**src/sv/dgr_pkg.sv**
```systemverilog
package dgr_pkg;

  localparam int SCREEN_WIDTH_D  = 640;
  localparam int SCREEN_HEIGHT_D = 480;
  localparam int GRID_WIDTH_D    = 32;
  localparam int GRID_HEIGHT_D   = 32;
  localparam int CELL_BITS_D     = 4;
  localparam int MAP_DEPTH       = 1024;
  localparam int MAP_AW          = 10;

  // configuration register indexes
  localparam logic [2:0] REG_POS_X   = 3'd0;
  localparam logic [2:0] REG_POS_Y   = 3'd1;
  localparam logic [2:0] REG_DIR_X   = 3'd2;
  localparam logic [2:0] REG_DIR_Y   = 3'd3;
  localparam logic [2:0] REG_PLANE_X = 3'd4;
  localparam logic [2:0] REG_PLANE_Y = 3'd5;

  localparam logic CMD_WRITE = 1'b0;
  localparam logic CMD_CAST  = 1'b1;

  typedef struct packed {
    logic       cmd;
    logic [9:0] cell_index;
    logic [3:0] cell_value;
    logic [9:0] screen_column;
  } dgr_in_t;

  typedef struct packed {
    logic [9:0] column_out;
    logic [8:0] span_top;
    logic [8:0] span_bottom;
    logic [7:0] red;
    logic [7:0] green;
    logic [7:0] blue;
    logic       north_south_face;
    logic [3:0] wall_type;
    logic       left_grid;
  } dgr_out_t;

  typedef enum logic [3:0] {
    ST_IDLE,
    ST_CLEAR,
    ST_CAM,
    ST_RAY,
    ST_DIVX,
    ST_DIVY,
    ST_SIDE,
    ST_STEP,
    ST_READ,
    ST_TEST,
    ST_HDIV,
    ST_DONE
  } dgr_state_t;

  // datapath commands
  typedef struct packed {
    logic clr_go;
    logic latch;
    logic cam;
    logic ray;
    logic div_x_go;
    logic div_y_go;
    logic side;
    logic step;
    logic hdiv_go;
    logic finish;
  } dgr_cmd_t;

  // datapath status
  typedef struct packed {
    logic clr_done;
    logic div_done;
    logic out_of_grid;
    logic cell_hit;
    logic walk_over;
    logic is_write;
  } dgr_sts_t;

endpackage

```
**src/sv/dgr_ctrl.sv**
```systemverilog
module dgr_ctrl (
  input  logic              clk,
  input  logic              rst_n,
  input  logic              start,
  input  dgr_pkg::dgr_sts_t sts,
  output dgr_pkg::dgr_cmd_t cmd,
  output logic              busy,
  output logic              out_valid
);
  import dgr_pkg::*;

  dgr_state_t state_r, state_nxt;
  logic       hit_r, hit_nxt;
  logic       ov_r, ov_nxt;

  always_ff @(posedge clk) begin
    if (!rst_n) begin
      state_r <= ST_CLEAR;
      hit_r   <= 1'b0;
      ov_r    <= 1'b0;
    end else begin
      state_r <= state_nxt;
      hit_r   <= hit_nxt;
      ov_r    <= ov_nxt;
    end
  end

  // clear the map after reset, then sequence one command at a time through the datapath
  always_comb begin
    state_nxt = state_r;
    hit_nxt   = hit_r;
    ov_nxt    = 1'b0;
    cmd       = '0;
    unique case (state_r)
      ST_CLEAR: begin
        if (!hit_r) begin
          cmd.clr_go = 1'b1;
          hit_nxt    = 1'b1;
        end else if (sts.clr_done) begin
          state_nxt = ST_IDLE;
        end
      end
      ST_IDLE: begin
        if (start) begin
          cmd.latch = 1'b1;
          state_nxt = ST_CAM;
        end
      end
      ST_CAM: begin
        if (sts.is_write) begin
          cmd.finish = 1'b1;
          state_nxt  = ST_IDLE;
        end else begin
          cmd.cam   = 1'b1;
          state_nxt = ST_RAY;
        end
      end
      ST_RAY: begin
        cmd.ray   = 1'b1;
        state_nxt = ST_DIVX;
        hit_nxt   = 1'b0;
      end
      ST_DIVX: begin
        if (!hit_r) begin
          cmd.div_x_go = 1'b1;
          hit_nxt      = 1'b1;
        end else if (sts.div_done) begin
          state_nxt = ST_DIVY;
          hit_nxt   = 1'b0;
        end
      end
      ST_DIVY: begin
        if (!hit_r) begin
          cmd.div_y_go = 1'b1;
          hit_nxt      = 1'b1;
        end else if (sts.div_done) begin
          state_nxt = ST_SIDE;
        end
      end
      ST_SIDE: begin
        cmd.side  = 1'b1;
        state_nxt = ST_STEP;
      end
      ST_STEP: begin
        cmd.step  = 1'b1;
        state_nxt = ST_READ;
      end
      ST_READ: begin
        state_nxt = ST_TEST;
      end
      ST_TEST: begin
        if (sts.out_of_grid || sts.walk_over && !sts.cell_hit) begin
          cmd.finish = 1'b1;
          ov_nxt     = 1'b1;
          state_nxt  = ST_IDLE;
        end else if (sts.cell_hit) begin
          cmd.hdiv_go = 1'b1;
          hit_nxt     = 1'b0;
          state_nxt   = ST_HDIV;
        end else begin
          state_nxt = ST_STEP;
        end
      end
      ST_HDIV: begin
        if (sts.div_done || hit_r) begin
          state_nxt = ST_DONE;
        end
      end
      ST_DONE: begin
        cmd.finish = 1'b1;
        ov_nxt     = 1'b1;
        state_nxt  = ST_IDLE;
      end
      default: state_nxt = ST_IDLE;
    endcase
  end

  assign busy      = state_r != ST_IDLE;
  assign out_valid = ov_r;

  a_ov_after_finish: assert property (@(posedge clk) disable iff (!rst_n)
    out_valid |-> $past(cmd.finish)) else $error("strobe without finish");
  a_busy_in_flight: assert property (@(posedge clk) disable iff (!rst_n)
    cmd.step |-> busy) else $error("step while idle");
  a_start_latch: assert property (@(posedge clk) disable iff (!rst_n)
    (start && !busy) |-> cmd.latch) else $error("start not latched");

endmodule

```
**config.mk**
```make
export PLATFORM = sky130hd
export DESIGN_NAME = dgr_ctrl
export DESIGN_NICKNAME = d
export VERILOG_FILES = /design/src/sv/dgr_pkg.sv /design/src/sv/dgr_ctrl.sv
export SDC_FILE = /design/constraint.sdc
export NUM_CORES = 1
export LEC_CHECK = 0
export BUFFER_PORTS_ARGS = -buffer_cell sky130_fd_sc_hd__buf_4
export CAP_MARGIN = 5
export CORE_AREA = 5 5 42 44
export CTS_CLUSTER_DIAMETER = 120
export CTS_CLUSTER_SIZE = 20
export DETAILED_ROUTE_END_ITERATION = 10
export DIE_AREA = 0 0 47 49
export PLACE_DENSITY_LB_ADDON = 0.3
export SLEW_MARGIN = 20
export SYNTH_ARGS = -nofsm -noshare
export SYNTH_HDL_FRONTEND = slang
export SYNTH_SLANG_ARGS = --single-unit
```
**constraint.sdc**
```tcl
create_clock -name clk -period 2.2 [get_ports clk]
set_clock_uncertainty 0.15 [all_clocks]
set_input_delay 0.11 -clock clk [delete_from_list [all_inputs] [get_ports clk]]
set_output_delay 0.11 -clock clk [all_outputs]
set_load 0.03 [all_outputs]
```
Word-level counts from Yosys, hierarchy flattened --
Index checks and enable logic that the tools add are counted.
Operators by class: reduce and logical (&&, ||, !) cells 10, mux-type cells 35, equal/unequal tests 21
Operators with widths (number):
- 4-bit one-hot mux with 11 select lines | 1
- 4-bit 2-to-1 mux | 10
- 1-bit 2-to-1 mux | 20
- 2-bit != test (second input constant) | 10
- 4-bit by 3-bit equality test with 1-bit output (second input constant) | 4
- 4-bit equality test (second input constant) | 4
- 4-bit by 2-bit equality test with 1-bit output (second input constant) | 2
- 8-bit AND reduction | 1
- 4-bit nonzero test | 2
- 4-bit by 1-bit equality test with 1-bit output (second input constant) | 1
- 4-bit zero test | 1
- 1-bit one-hot mux with 4 select lines | 1
- 1-bit one-hot mux with 3 select lines | 1
- 3-bit AND reduction | 1
- 1-bit logical OR | 2
- 2-bit 2-to-1 mux | 1
- 1-bit one-hot mux with 2 select lines | 1
- 2-bit OR reduction | 1
- 1-bit logical AND | 1
- 1-bit zero test | 1
Storage, ports and cells: register bits 6, input bits 9, word-level logic and storage cells 69, output and inout bits 12

Longest topological paths before layout --
Gate-level depths: netlist (run 1).
depth in word-level cells 5, depth in mapped cells 5, gate-level depth less buffers 4

Worst setup path before layout (run 1) --
OpenSTA, ideal clock, no wires.
kind flip-flop to flip-flop, from reg state_r[3], to reg state_r[1], required time 1.978 ns, stages on the path, launching flop included 6, library setup time 0.072 ns, buffers on the path 1, path slack 0.187 ns, arrival 1.791 ns, period minus slack after synthesis 2.013 ns, cell sequence dfxtp_1 -> buf_2 -> or2_1 -> nor3_1 -> o31ai_1 -> mux2i_1
On the way: longest elaborated chain between the ends 3, elaborated cells between the ends (all ways) 21, classes of those cells eq/ne: 18; mux: 1; reduce/logical: 2
Ends and longest elaborated chain:
- start: declaration | line dgr_ctrl.sv:12 | dgr_state_t state_r, state_nxt;
- start signal: assignment | line dgr_ctrl.sv:22 | state_r <= state_nxt;
- 4-bit equality test, or another cell as far along | line dgr_ctrl.sv:34 | unique case (state_r)
- 2-bit != test (no source line)
- 8-bit AND reduction (no source line)
Parallel ways exist; a longest one is shown, timed or not. A chain may end at the register's enable or synchronous reset.

==> results of run 1 <==
==> worst max-delay path by stage <==
| stage | end | start | cells past startpoint |
|---|---|---|---|
| final | cmd[8] | state_r[2]$_SDFFE_PN0P_ | 3 |
| after global routing | cmd[0] | state_r[1]$_SDFFE_PN0P_ | 5 |
| after CTS | cmd[8] | state_r[2]$_SDFFE_PN0P_ | 3 |
| after detailed placement | state_r[0]$_SDFFE_PN1P_ | state_r[2]$_SDFFE_PN0P_ | 4 |
| after global placement | state_r[0]$_SDFFE_PN1P_ | state_r[2]$_SDFFE_PN0P_ | 4 |
| after floorplan | state_r[1]$_SDFFE_PN0P_ | state_r[3]$_SDFFE_PN0P_ | 5 |
==> worst reg2reg max path, stage by stage (launching register included) <==
cell and delay, ns:
dfxtp_1 0.48, or4_4 0.61, o32a_1 0.20, o211ai_2 0.10, mux2i_1 0.20
==> per-layer routing <==
| metal | part of all wire [%] | GRT usage [%] |
|---|---|---|
| met4 | 0 | 4.15 |
| met5 | 0 | 0 |
| met2 | 50 | 22.9 |
| met1 | 45 | 15.4 |
| met3 | 5.6 | 2.95 |
==> cells in the final DEF, fill, tap and decap left out, drive strengths merged <==
cell type and n:
nand2b 4, o2111ai 1, or2 2, a21oi 3
o41ai 1, nand3b 1, nor3b 1, o221a 1
a2111oi 1, nor3 3, o31ai 1, dlygate4sd3 1
and2 1, nor2 5, o211ai 1, o21ai 3
buf 20, dfxtp 6, o22ai 1, or4bb 1
nor2b 3, o21a 2, and3 1, mux2i 2
nor4bb 1, or4 1, a211o 1, a22o 1
nand4bb 1, nor4 2, inv 6, clkbuf 3
nand3 3, nand2 4, xor2 1, o32a 2
==> flip-flops by register name, summed over array words and instances, names as in the netlist <==
name,cells
hit_r,1
state_r,4
out_valid,1
==> timing repair <==
item / in CTS / in global routing
gates resized for setup: 0 / 0
hold endpoints to repair: 3 / 0
hold buffers: 1 / 0
==> power groups by stage <==
stage	sequential, W	combinational, W	clock (W)
finish	0.000215	0.000409	0.0000953
global route	0.000225	0.000444	0.000106
CTS	0.000212	0.000411	0.000100
detailed placement	0.000214	0.000408	0
global placement	0.000213	0.000406	0
floorplan	0.000164	0.000351	0
==> area by class of cell <==
cell class              count  area [sq um]
clock buffers               3          22.5
well taps                  16          20.0
flip-flops and latches      6           120
inverters                   6          22.5
fillers                   143           677
multi-input cells          56           379
repair buffers             21           160
==> stage by stage <==
| step | cells | hold slack (ns) | setup slack (ns) | power, W | utilization [%] |
|---|---|---|---|---|---|
| after floorplan | 73 | 0.0775 | 0.187 | 0.000515 | - |
| after global placement | 104 | 0.224 | 0.438 | 0.000618 | 49.4 |
| after detailed placement | 104 | 0.232 | 0.419 | 0.000622 | 49.4 |
| after CTS | 108 | 0.0932 | 0.345 | 0.000723 | 51.7 |
| after global routing | 108 | 0.111 | 0.229 | 0.000776 | 51.7 |
| final | 108 | 0.101 | 0.343 | 0.000719 | 51.7 |
==> kinds of logic (layout without fill, tap and decap cells) <==
group / count (synthesis) / count (layout) / share of synthesized area, %
xor gates and xnor gates: 1 / 1 / 1.61
and+or+nand+nor: 34 / 34 / 37.5
muxes: 2 / 2 / 3.68
DFF: 6 / 6 / 22.1
AOI/OAI and AO/OA: 19 / 19 / 26.9
buffers and inverters: 11 / 30 / 8.28
==> run_results.csv, run 1 <==
group,metric,value,unit
worst_setup_path,cp_slowest_cell,"or4_4",
sta,rsz0062_at_grt,"false",
worst_hold_path,worstHoldPathType,"primary input to register",
routing,dr.first_iter.drc_count,12,
pwr,power_frac_seq,29.9,%
clocking,clock_path_buffers,2,
floorplanning,chipWidth,47,microns
floorplanning,design.core.area,0.00140,sq mm
routing,post_drt_via_cell_ratio,5.60,
global_route,grt_pass1_vias,579,
pwr,clkPwrFrac,13.3,%
yosys,synthArstFlopShare,0,%
final_layout,stdcell_area,724,sq um
global_route,grt_max_degree,18,
floorplanning,die_y,49,microns
worst_hold_path,holdCritStartpoint,"sts[4]",
yosys,synthesis.nets,82,
worst_hold_path,holdPathStages,3,
worst_setup_path,critical_path_buf_inv_count,1,
clocking,cts-root-buf,"clkbuf_4",
yosys,yosys_warnings,0,
yosys,synth_seq_area_share,22.1,%
final_layout,layout-drive-gt1-share,28.3,%
worst_setup_path,worstSetupPathType,"register to output pin",
yosys,synth_cells,73,
pwr,power_frac_comb,56.8,%
run_status,outcome,"finished clean",
pwr,ir_drop,432,uV
sta,fin_setup_tns,0,ns
sta,fmax,539,MHz
worst_setup_path,reg2reg_depth,4,
clocking,cts_tree,"yes",
pwr,internal_power,0.000386,W
clocking,insertion_delay,0.23,ns
yosys,synth_top_area_share,22.1,%
worst_setup_path,critPathRequiredTime,1.94,ns
floorplanning,io_pins,21,
yosys,synth_cell_type_count,36,
worst_setup_path,worstPathMaxFanout,17,
worst_setup_path,cp-start-kind,"register",
place,place_area,692,sq um
worst_setup_path,r2r_slack,0.39,ns
yosys,synthTopCellsByArea,"dfxtp_1 22%, nand2b_1 4.6%, inv_1 4.1%, mux2i_1 3.7%, o32a_1 3.7%",
worst_setup_path,end_kind,"output pin",
routing,vias,605,
global_route,track_usage,13.2,%
routing,routed_wirelength,1390,microns
place,routabilityCongestion,0.774,
routing,drc,0,
worst_setup_path,cp.arrival,1.60,ns
pwr,p_switching,0.000333,W
worst_setup_path,max_stage_delay,0.61,ns
yosys,yosys.area.top_type,"dfxtp_1",
clocking,cts_made_buffers,3,
floorplanning,start_util,38.8,%
worst_setup_path,rr_startpoint,"state_r[2]$_SDFFE_PN0P_",
yosys,synth_ff_type,"dfxtp_1",
floorplanning,rows,14,
sta,worst_pin_slew,0.567,ns
pwr,p_leak,0.320,nW
job,cap_violations,0,
place,dp_hpwl,1080,microns
sta,slew_violations,0,
floorplanning,die_area,0.00230,sq mm
yosys,avgSynthCellArea,7.46,sq um
worst_setup_path,crit_chain,"or4_4 -> nor2_1 -> buf_4",
sta,post-route-period-util,84.4,%
global_route,antenna_found_initial,0,
yosys,netlist_area,544,sq um
yosys,synth_edf_count,0,
global_route,grt_first_pass_wirelength,2330,microns
sta,min_period,1.86,ns
clocking,htree_levels,1,
sta,hold_violations,0,
final_layout,syn_to_final_growth,33.1,%
routing,first_pass_iters,4,
yosys,ys_ff_latch,6,
sta,slew_headroom,62.1,%
routing,ant_nets,0,
pwr,sw_frac_of_total,46.3,%
clocking,cts.sinks,6,
final_layout,nets,103,
clocking,post_cts_buffers,0,
place,numPortBuffers,20,
pwr,power_density,993,mW/mm^2
routing,wl_per_cell,12.9,microns
yosys,yosys-top-cells-count,"6 x dfxtp_1, 6 x inv_1, 5 x nor2_1",
sta,setup-violations-final,0,
worst_setup_path,r2r-end,"state_r[0]$_SDFFE_PN1P_",
worst_setup_path,crit_family,"simple AND/OR/NAND/NOR gates",
clocking,path_clk_slew,0.04,ns
final_layout,diodes,0,
worst_hold_path,whs_endpoint,"state_r[1]$_SDFFE_PN0P_",
global_route,gr-total-overflow,0,
No activity file was read; power rests on OpenSTA's default activity.
==> inputs of run 2 (changes only) <==
==> constraint.sdc (replaced) <==
create_clock -name clk -period 1.9 [get_ports clk]
set_clock_uncertainty 0.15 [all_clocks]
set_input_delay 0.095 -clock clk [delete_from_list [all_inputs] [get_ports clk]]
set_output_delay 0.095 -clock clk [all_outputs]
set_load 0.03 [all_outputs]
==> run_results.csv, run 2 (synthesis gave the netlist of run 1 again) <==
group,metric,value,unit
run_status,outcome,"finished clean",
clocking,clock_path_buffers,2,
worst_setup_path,worstPathMaxFanout,11,
clocking,cts.sinks,6,
routing,post_drt_via_cell_ratio,5.61,
floorplanning,chipWidth,47,microns
routing,dr.first_iter.drc_count,15,
sta,slew_headroom,74.8,%
routing,vias,623,
sta,fin_setup_tns,0,ns
final_layout,syn_to_final_growth,38.6,%
worst_setup_path,critPathRequiredTime,1.65,ns
pwr,power_frac_seq,26.5,%
floorplanning,die_y,49,microns
pwr,p_leak,0.337,nW
routing,first_pass_iters,4,
clocking,htree_levels,1,
place,place_ws,0.146,ns
final_layout,diodes,0,
final_layout,seq_area,121,sq um
floorplanning,io_pins,21,
clocking,cts_made_buffers,3,
final_layout,multi_input_area,385,sq um
final_layout,regMostFlops,"state_r",
pwr,power_density,1140,mW/mm^2
clocking,cts-root-buf,"clkbuf_4",
place,numPortBuffers,20,
final_layout,mostFrequentLayoutCells,"23 x buf_4, 6 x inv_1, 5 x nor2_1, 5 x dfxtp_1",
sta,setup-violations-final,0,
place,routabilityCongestion,0.805,
worst_setup_path,cp-start-kind,"register",
sta,worst_pin_slew,0.377,ns
sta,slew_violations,0,
final_layout,nFillCells,159,
final_layout,nets,106,
place,place_area,719,sq um
sta,hold_violations,0,
pwr,p_switching,0.000394,W
global_route,grt_pass1_vias,588,
sta,fmax,578,MHz
pwr,clkPwrFrac,13.4,%
floorplanning,start_util,38.8,%
worst_setup_path,cp.arrival,1.49,ns
global_route,antenna_found_initial,0,
final_layout,largest_reg_flops,4,
floorplanning,die_area,0.00230,sq mm
floorplanning,design.core.area,0.00140,sq mm
final_layout,layout-drive-gt1-share,32.6,%
global_route,gr-total-overflow,0,
routing,wl_per_cell,13.0,microns
routing,routed_wirelength,1440,microns
worst_setup_path,end_kind,"output pin",
worst_setup_path,r2r_slack,0.22,ns
worst_setup_path,reg2reg_depth,4,
worst_hold_path,worstHoldPathType,"primary input to register",
sta,min_period,1.73,ns
pwr,sw_frac_of_total,45.8,%
routing,ant_nets,0,
worst_setup_path,cp-startpoint,"state_r[1]$_SDFFE_PN0P_",
sta,layout_setup_ws,0.169,ns
worst_setup_path,rr_startpoint,"state_r[2]$_SDFFE_PN0P_",
global_route,grt_max_degree,16,
sta,holdWs,0.0706,ns
routing,drc,0,
worst_setup_path,r2r-end,"state_r[1]$_SDFFE_PN0P_",
clocking,path_clk_slew,0.05,ns
clocking,insertion_delay,0.24,ns
global_route,track_usage,14.4,%
pwr,internal_power,0.000467,W
clocking,post_cts_buffers,0,
sta,rsz0062_at_grt,"false",
pwr,ir_drop,437,uV
global_route,grt_first_pass_wirelength,2550,microns
clocking,cts_tree,"yes",
job,cap_violations,0,
final_layout,final_common_cell,"buf_4",
final_layout,stdcell_area,754,sq um
pwr,power_frac_comb,60.2,%
sta,post-route-period-util,91.1,%
worst_setup_path,worstSetupPathType,"register to output pin",
worst_setup_path,crit_end,"cmd[0]",
floorplanning,rows,14,
place,dp_hpwl,1150,microns
-- run 2: cell types whose count changed in the layout (fill, tap and decap cells not counted), sizes merged --
cell  delta
buf      +3
-- run 2: layout make-up --
class	instances	share of cell area, %
Clock buffer	3	2.99
Inverter	6	2.99
Multi-Input combinational cell	56	51.1
Sequential cell	6	16.1
Tap cell	16	2.65
Timing Repair Buffer	24	24.2
-- run 2: worst min-delay path by stage --
| stage | slack [ns] | from | cells past startpoint | endpoint |
|---|---|---|---|---|
| 4_1_cts | 0.07 | sts[4] | 3 | state_r[0]$_SDFFE_PN1P_ |
| 3_3_place_gp | 0.20 | rst_n | 2 | hit_r$_SDFFE_PN0P_ |
| 2_1_floorplan | 0.06 | rst_n | 1 | hit_r$_SDFFE_PN0P_ |
| 3_5_place_dp | 0.21 | rst_n | 2 | hit_r$_SDFFE_PN0P_ |
| 6_report | 0.07 | sts[4] | 3 | state_r[0]$_SDFFE_PN1P_ |
| 5_1_grt | 0.08 | sts[4] | 3 | state_r[0]$_SDFFE_PN1P_ |
-- run 2: critical path, cell delays in order, from the launching register on --
cell	delay (ns)
dfxtp_1	0.43
buf_4	0.21
nor2_1	0.07
o21ai_0	0.11
nand3_1	0.11
a21oi_1	0.15
buf_4	0.18
-- run 2: what timing repair did --
item                       4_1_cts  5_1_grt
hold buffers                     1        0
hold endpoints to repair         4        0
setup endpoints to repair        0        3
gates resized for setup          0        2
-- run 2: per-stage QoR --
stage	util (%)	cells	power (W)
after floorplan	-	73	0.000599
after global placement	51.3	107	0.000741
after detailed placement	51.3	107	0.000745
after CTS	53.7	111	0.000865
after global routing	53.8	111	0.000935
final	53.8	111	0.000861
-- run 2: routing by layer --
layer	wire [microns]	up-vias	part of all wire (%)	GRT usage, %
met5	0	-	0	0
met4	0	0	0	4.15
met3	106	0	7.4	3.69
met2	704	20	49	21.9
met1	631	284	44	19.6
li1	-	319	-	-
-- run 2: power by group through the flow --
stage / clock [W] / combinational (W) / sequential (W)
final: 0.000115 / 0.000518 / 0.000228
after global routing: 0.000131 / 0.000566 / 0.000239
after global placement: 0 / 0.000515 / 0.000226
after floorplan: 0 / 0.000410 / 0.000189
after CTS: 0.000120 / 0.000521 / 0.000224
after detailed placement: 0 / 0.000518 / 0.000227
==> inputs of run 3 (changes only) <==
==> constraint.sdc (replaced) <==
create_clock -name clk -period 2.1 [get_ports clk]
set_clock_uncertainty 0.15 [all_clocks]
set_input_delay 0.105 -clock clk [delete_from_list [all_inputs] [get_ports clk]]
set_output_delay 0.105 -clock clk [all_outputs]
set_load 0.03 [all_outputs]
==> run_results.csv, run 3 (synthesis gave the netlist of run 1 again) <==
group,metric,value,unit
sta,min_period,1.85,ns
clocking,cts_tree,"yes",
floorplanning,design.core.area,0.00140,sq mm
place,routabilityCongestion,0.782,
final_layout,diodes,0,
clocking,htree_levels,1,
global_route,grt_max_degree,18,
final_layout,nFillCells,149,
worst_hold_path,holdCritStartpoint,"sts[4]",
run_status,outcome,"finished clean",
pwr,p_leak,0.325,nW
pwr,power_frac_comb,58.4,%
worst_setup_path,cp.arrival,1.60,ns
sta,rsz0062_at_grt,"false",
worst_setup_path,end_kind,"output pin",
final_layout,stdcell_count,109,
worst_hold_path,whs_endpoint,"state_r[0]$_SDFFE_PN1P_",
sta,fmax,540,MHz
clocking,cts-root-buf,"clkbuf_4",
clocking,path_clk_slew,0.04,ns
routing,wl_per_cell,13.9,microns
pwr,ir_drop,375,uV
floorplanning,chipWidth,47,microns
routing,drc,0,
worst_setup_path,r2r_slack,0.27,ns
global_route,grt_first_pass_wirelength,2600,microns
floorplanning,rows,14,
pwr,power_density,1050,mW/mm^2
global_route,gr-total-overflow,0,
worst_setup_path,rr_startpoint,"state_r[2]$_SDFFE_PN0P_",
final_layout,mostFrequentLayoutCells,"21 x buf_4, 6 x inv_1, 6 x dfxtp_1, 5 x nor2_1",
routing,routed_wirelength,1510,microns
place,dp_hpwl,1170,microns
final_layout,final_common_cell,"buf_4",
routing,dr.first_iter.drc_count,5,
sta,post-route-period-util,88.3,%
worst_setup_path,r2r-end,"state_r[1]$_SDFFE_PN0P_",
floorplanning,io_pins,21,
floorplanning,die_area,0.00230,sq mm
worst_setup_path,worstPathMaxFanout,17,
routing,ant_nets,0,
clocking,clock_path_buffers,2,
sta,worst_pin_slew,0.561,ns
worst_hold_path,worstHoldPathType,"primary input to register",
pwr,p_switching,0.000357,W
worst_hold_path,holdPathStages,3,
final_layout,regMostFlops,"state_r",
worst_setup_path,reg2reg_depth,4,
sta,setup-violations-final,0,
place,numPortBuffers,20,
sta,hold_violations,0,
pwr,internal_power,0.000410,W
worst_setup_path,cp-start-kind,"register",
sta,fin_setup_tns,0,ns
place,placed_cells,105,
pwr,clkPwrFrac,13.2,%
global_route,track_usage,15.2,%
global_route,antenna_found_initial,0,
job,cap_violations,0,
worst_setup_path,worstSetupPathType,"register to output pin",
floorplanning,die_y,49,microns
sta,layout_setup_ws,0.246,ns
sta,slew_violations,0,
final_layout,syn_to_final_growth,34.5,%
sta,slew_headroom,62.5,%
routing,first_pass_iters,4,
worst_setup_path,critPathRequiredTime,1.85,ns
routing,post_drt_via_cell_ratio,5.73,
final_layout,largest_reg_flops,4,
pwr,power_frac_seq,28.4,%
routing,vias,625,
final_layout,layout-drive-gt1-share,29.0,%
global_route,grt_pass1_vias,637,
floorplanning,start_util,38.8,%
clocking,cts.sinks,6,
pwr,sw_frac_of_total,46.6,%
place,place_ws,0.281,ns
clocking,post_cts_buffers,0,
final_layout,nets,104,
final_layout,multi_input_area,379,sq um
final_layout,seq_area,120,sq um
clocking,cts_made_buffers,3,
clocking,insertion_delay,0.24,ns
[run 3: metal layers]
layer	track usage, %	wire length [microns]	up-vias
li1	-	-	313
met1	16.3	618	288
met2	24.9	755	20
met3	3.69	100	4
met4	10.1	37	0
met5	0	0	-
[run 3: worst max path at each step]
stage / start / to / cells after the start
final: state_r[2]$_SDFFE_PN0P_ / cmd[8] / 3
after detailed placement: state_r[2]$_SDFFE_PN0P_ / state_r[1]$_SDFFE_PN0P_ / 4
after global placement: state_r[2]$_SDFFE_PN0P_ / state_r[1]$_SDFFE_PN0P_ / 4
after CTS: state_r[2]$_SDFFE_PN0P_ / cmd[8] / 3
after global routing: state_r[1]$_SDFFE_PN0P_ / cmd[0] / 6
after floorplan: state_r[3]$_SDFFE_PN0P_ / state_r[1]$_SDFFE_PN0P_ / 5
[run 3: cell type report]
type	instances	share of cell area (%)
repair buffers	22	22.9
multi-input cells	56	51.8
inverters	6	3.08
flip-flops and latches	6	16.4
well taps	16	2.74
clock buffers	3	3.08
[run 3: critical path, stage by stage, from the launching register on]
cell and delay (ns):
dfxtp_1 0.47, or4_4 0.61, nor2_1 0.11, buf_4 0.16
[run 3: power by group through the flow]
stage	clock network [W]	registers (W)	logic, W
floorplan	0	0.000171	0.000368
global placement	0	0.000217	0.000438
detailed placement	0	0.000219	0.000446
CTS	0.000107	0.000217	0.000450
global route	0.000118	0.000227	0.000489
finish	0.000101	0.000218	0.000448
[run 3: stage by stage]
step                      power [W]  hold slack [ns]  util (%)  cell area, sq um
after floorplan            0.000540           0.0725         -               544
after global placement     0.000655            0.219      49.9               699
after detailed placement   0.000665            0.225      49.9               699
after CTS                  0.000774            0.101      52.2               732
after global routing       0.000833            0.103      52.2               732
final                      0.000767            0.105      52.2               732
[run 3: repair_timing]
item,in CTS,in global routing
gates resized for setup,0,0
endpoints found under the hold margin,3,0
hold buffers,1,0
